--- src/hw/rtl/rau_pkg.sv ---
// Package for the rational arithmetic unit: beat types, codes, FSM types.
// Depends on nothing.
`timescale 1ns / 1ps
package rau_pkg;

  localparam int WORD_BITS_DEF = 32;
  localparam int FIELD_W       = 32;
  localparam int DEN_W         = 31;

  localparam logic [3:0] OP_ADD = 4'd0;
  localparam logic [3:0] OP_SUB = 4'd1;
  localparam logic [3:0] OP_MUL = 4'd2;
  localparam logic [3:0] OP_DIV = 4'd3;
  localparam logic [3:0] OP_NEG = 4'd4;
  localparam logic [3:0] OP_EQ  = 4'd5;
  localparam logic [3:0] OP_NE  = 4'd6;
  localparam logic [3:0] OP_LT  = 4'd7;
  localparam logic [3:0] OP_LE  = 4'd8;
  localparam logic [3:0] OP_GT  = 4'd9;
  localparam logic [3:0] OP_GE  = 4'd10;

  localparam logic [1:0] ST_OK   = 2'd0;
  localparam logic [1:0] ST_ZERO = 2'd1;
  localparam logic [1:0] ST_OVF  = 2'd2;

  typedef struct packed {
    logic [3:0]                operation;
    logic signed [FIELD_W-1:0] a_num;
    logic signed [FIELD_W-1:0] a_den;
    logic signed [FIELD_W-1:0] b_num;
    logic signed [FIELD_W-1:0] b_den;
  } rau_in_t;

  typedef struct packed {
    logic signed [FIELD_W-1:0] res_num;
    logic [DEN_W-1:0]          res_den;
    logic                      truth;
    logic [1:0]                status;
  } rau_out_t;

  typedef enum logic [2:0] {
    S_IDLE, S_DISPATCH, S_MUL, S_COMB, S_GCD, S_DIV, S_FINISH
  } rau_state_t;

  typedef enum logic [1:0] {
    K_FIXED, K_CMP, K_ARITH
  } rau_kind_t;

  typedef struct packed {
    logic load;
    logic mul_en;
    logic combine;
    logic gcd_step;
    logic div_init;
    logic div_step;
    logic out_load;
  } rau_cmd_t;

  typedef struct packed {
    logic fixed;
    logic cmp;
    logic mul_last;
    logic gcd_done;
    logic div_last;
  } rau_sts_t;

endpackage

--- src/hw/rtl/rau_ctrl.sv ---
// Controller FSM of the rational arithmetic unit and output valid flag.
// Depends on rau_pkg.
`timescale 1ns / 1ps
module rau_ctrl import rau_pkg::*; (
  input  logic     clk,
  input  logic     rst,
  input  logic     in_valid,
  output logic     in_stall,
  output logic     out_valid,
  input  logic     out_stall,
  input  rau_sts_t sts,
  output rau_cmd_t cmd
);

  rau_state_t state, state_next;
  logic       out_free;

  assign out_free = !out_valid || !out_stall;

  always_ff @(posedge clk) begin
    if (rst) begin
      state     <= S_IDLE;
      out_valid <= 1'b0;
    end else begin
      state <= state_next;
      if (cmd.out_load) begin
        out_valid <= 1'b1;
      end else if (!out_stall) begin
        out_valid <= 1'b0;
      end
    end
  end

  always_comb begin
    state_next = state;
    unique case (state)
      S_IDLE:     if (in_valid) state_next = S_DISPATCH;
      S_DISPATCH: state_next = sts.fixed ? S_FINISH : S_MUL;
      S_MUL:      if (sts.mul_last) state_next = S_COMB;
      S_COMB:     state_next = sts.cmp ? S_FINISH : S_GCD;
      S_GCD:      if (sts.gcd_done) state_next = S_DIV;
      S_DIV:      if (sts.div_last) state_next = S_FINISH;
      S_FINISH:   if (out_free) state_next = S_IDLE;
      default:    state_next = S_IDLE;
    endcase
  end

  always_comb begin
    cmd      = '0;
    in_stall = 1'b1;
    unique case (state)
      S_IDLE: begin
        in_stall = 1'b0;
        cmd.load = in_valid;
      end
      S_DISPATCH: ;
      S_MUL:      cmd.mul_en   = 1'b1;
      S_COMB:     cmd.combine  = 1'b1;
      S_GCD: begin
        cmd.gcd_step = !sts.gcd_done;
        cmd.div_init = sts.gcd_done;
      end
      S_DIV:      cmd.div_step = 1'b1;
      S_FINISH:   cmd.out_load = out_free;
      default: ;
    endcase
  end

endmodule

--- config.mk ---
export PLATFORM = sky130hd
export DESIGN_NAME = rau_ctrl
export DESIGN_NICKNAME = d
export VERILOG_FILES = /design/src/hw/rtl/rau_pkg.sv /design/src/hw/rtl/rau_ctrl.sv
export SDC_FILE = /design/constraint.sdc
export NUM_CORES = 1
export LEC_CHECK = 0
export ABC_AREA = 1
export BUFFER_PORTS_ARGS = -buffer_cell sky130_fd_sc_hd__buf_2
export CAP_MARGIN = 20
export CORE_AREA = 2 2 39 41
export CTS_CLUSTER_SIZE = 30
export DETAILED_ROUTE_END_ITERATION = 10
export DIE_AREA = 0 0 41 43
export PLACE_DENSITY = 0.59
export RECOVER_POWER = 50
export SLEW_MARGIN = 20
export SYNTH_ARGS = -nofsm -noshare
export SYNTH_HDL_FRONTEND = slang
export SYNTH_SLANG_ARGS = --single-unit
--- constraint.sdc ---
create_clock -name clk -period 1.5 [get_ports clk]
set_input_delay 0.075 -clock clk [delete_from_list [all_inputs] [get_ports clk]]
set_output_delay 0.075 -clock clk [all_outputs]
set_load 0.005 [all_outputs]
==> metrics.md <==
| Metric | Value |
|---|---|
| Seq cells post-synth | 4 |
| Via count | 395 |
| Post-DP HPWL | 687.4 um |
| Layout area overhead | 32.33% |
| Register area share after synthesis | 0.2406 |
| RR Endpoint | state[1] |
| GRT Util Overall | 0.09328 |
| Seq pwr share | 0.261 |
| EDFF count, synth | 0 |
| Final core occ | 0.3183 |
| YS warnings | 0 |
| Num Clock Sinks | 4 |
| Worst path max stage delay | 0.35 ns |
| Tmin final | 1.319 ns |
| Hold wc startpoint | rst |
| Final setup fails | 0 |
| Worst path bufs/invs | 2 |
| Post-route DRC | 0 |
| Hold_ws | 0.02377 ns |
| P_int | 0.0004335 W |
| Post-route cell area | 440.4 sq um |
| Clk pwr share | 0.161 |
| Critical-path top delay cell | dfxtp_1 |
| Outcome | completed |
| Setup TNS | 0 ns |
| Netlist cell types | 15 |
| R2R Path Start | state[0] |
| Area contributors post-synth | dfxtp_1 24%, nand3_2 12%, nand2_1 10% |
| Final #Nets | 83 |
| Critical path endpoint | cmd[0] |
| Largest net degree at the start of global routing | 10 |
| Pins Over Slew Limit | 0 |
| Final hold vios | 0 |
| Critical path depth | 4 |
| Startpoint types | flip-flop |
| Slew headroom | 0.8131 |
| Class of the worst hold path | input port to flip-flop |
| Post-Synth Simple-Gate Area | 0.5150 |
| Adder-cell share of the synthesized area | 0 |
| Crit path kind | flip-flop to output port |
| Post-synth ARST share | 0 |
| Top delay family on crit path | flip-flops |
| Cts-stage hold buffer count | 0 |
| Tightest Pin Transition | 0.2799 ns |
| Static leakage | 0.2650 nW |
| Layout cell share with drive strength beyond 1 | 0.3750 |
| CP Capture Type | output port |
| Setup Skew | 0.005563 ns |
| Vias per cell | 4.489 |
| Max-cap violations | 0 |
| Die area | 0.001763 sq mm |
| Port bufs | 17 |
| Final Cycle Share | 0.8792 |
| Starting Density | 0.2405 |
| Dominant cell type by area after synthesis | dfxtp_1 |
| CP cell instances | inv_1, nand3_1, a21oi_1, buf_2 |
| DR WL/cell | 9.216 um |
| Avg Cell Area, Syn | 6.280 sq um |
| Vias in the first global route | 283 |
| Net switching power figure | 0.0004080 W |
| XOR/XNOR share of the synthesized area | 0 |
| Clk_lat worst skew | 0.24 ns |
| Post-synthesis compound-gate area fraction | 0.08647 |
| Synth cell count leaders | 9 x nand2_1, 9 x nor2_1, 8 x inv_1 |
| Peak supply drop | 0.5127 mV |
| Largest family of logic cells by synthesized area | simple AND/OR/NAND/NOR gates |
| Mux contribution to synthesized area | 0 |
| Die W | 41 um |
| Area share of the largest cell type after synthesis | 0.2406 |
| Required @ worst endpoint | 1.42 ns |
| RD Place Congestion | 0.7632 |
| Syn Inst Count | 53 |
| Worst-path fanout max | 7 |
| CTS H-tree depth | 1 |
| Initial antenna violation count | 0 |
| CP startpoint | state[0] |
| R2r worst-path depth | 6 |
| Post-Syn Area | 332.8 sq um |
| Filler instances | 165 |
| Wire length of the first global-routing pass | 1131 um |
| Clock transition at the registers of the reported paths | 0.04 ns |
| Post-cts resize count | 0 |
| Max clock buf depth | 2 |
| Worst R2R Setup Slack | 0.24 ns |
| Placed cell areas | 426.7 sq um |
| Worst EP arrival | 1.24 ns |
| Post-CTS Setup Bufs | 0 |
| RSZ-0062 raised after global routing | false |
| DRT antenna net count | 0 |
| Core outline area | 0.001384 sq mm |
| Syn_nets | 62 |
| Chip Height | 43 um |
| Drt pass-1 iters | 2 |
| PD cells | 1911 mW/mm^2 |
| Post-synth top flop | dfxtp_1 |
| CTS root buf | clkbuf_4 |
| Number of buffers created by CTS | 3 |
| 1st-iter DRT viols | 7 |
| Fmax | 758.3 MHz |
| CTS tree | done |
| Row cnt | 14 |
| GR Overflow Total | 0 |
| Comb pwr share | 0.577 |
| Total Wirelength | 811 um |
| Switching share of power | 0.4848 |
| Total I/O pin count | 18 |
| # diodes | 0 |
layout make-up:
cell class	instances	area (sq um)	area share
tap	16	20.02	0.04545
clock buffer	3	22.52	0.05114
sequential	4	80.08	0.1818
multi-input combinational	37	192.7	0.4375
timing repair buffer	17	83.83	0.1903
inverter	11	41.29	0.09375
power groups by stage:
stage | combinational, W | sequential (W) | clock [W]
detailed placement | 0.000499 | 0.000233 | 0
finish | 0.000486 | 0.000220 | 0.000136
floorplan | 0.000421 | 0.000189 | 0
global placement | 0.000493 | 0.000230 | 0
CTS | 0.000501 | 0.000229 | 0.000146
global route | 0.000545 | 0.000227 | 0.000146
metal layers:
metal,part of all wire,vias to the layer above,track usage
met2,0.48,10,0.1313
met3,0.079,0,0.04712
met5,0,-,0
met1,0.44,175,0.1250
li1,-,210,-
met4,0,0,0.02000
how the worst min path moves through the flow:
stage | endpoint | slack [ns] | cells after the start
finish | out_valid | 0.02 | 2
global route | out_valid | 0.03 | 2
CTS | out_valid | 0.02 | 2
detailed placement | out_valid | 0.27 | 2
global placement | out_valid | 0.27 | 2
floorplan | out_valid | 0.14 | 1
cells by family (layout without fill, tap and decap cells):
family / Yosys count / count (layout)
flops: 4 / 4
simple gates: 32 / 32
compound gates: 5 / 5
buf+inv: 12 / 31
registers in the layout, indices dropped and copies added, names as in the netlist:
name       flops
state          3
out_valid      1
placed cells by master (no fill, tap or decap):
cell | Yosys | layout
nand4_1 | 3 | 3
inv_1 | 8 | 9
nor4_1 | 1 | 1
a21oi_1 | 4 | 4
nor2_2 | 2 | 1
clkbuf_2 | 0 | 1
nor2_1 | 9 | 10
nor3_1 | 1 | 1
nand3_1 | 2 | 3
buf_2 | 0 | 15
a21oi_2 | 1 | 1
nand2_1 | 9 | 9
nand3_2 | 4 | 3
clkbuf_1 | 0 | 1
nor2_4 | 1 | 1
dfxtp_1 | 4 | 4
inv_2 | 3 | 2
clkbuf_4 | 0 | 3
through the flow:
| stage | total power [W] | cells | setup WS (ns) |
|---|---|---|---|
| after floorplan | 0.0006097 | 53 | 0.4297 |
| after global placement | 0.0007227 | 85 | 0.2987 |
| after detailed placement | 0.0007319 | 85 | 0.2526 |
| after CTS | 0.0008762 | 88 | 0.2522 |
| after global routing | 0.0009176 | 88 | 0.08554 |
| final | 0.0008415 | 88 | 0.1813 |
No activity file was read; power rests on OpenSTA's default activity.
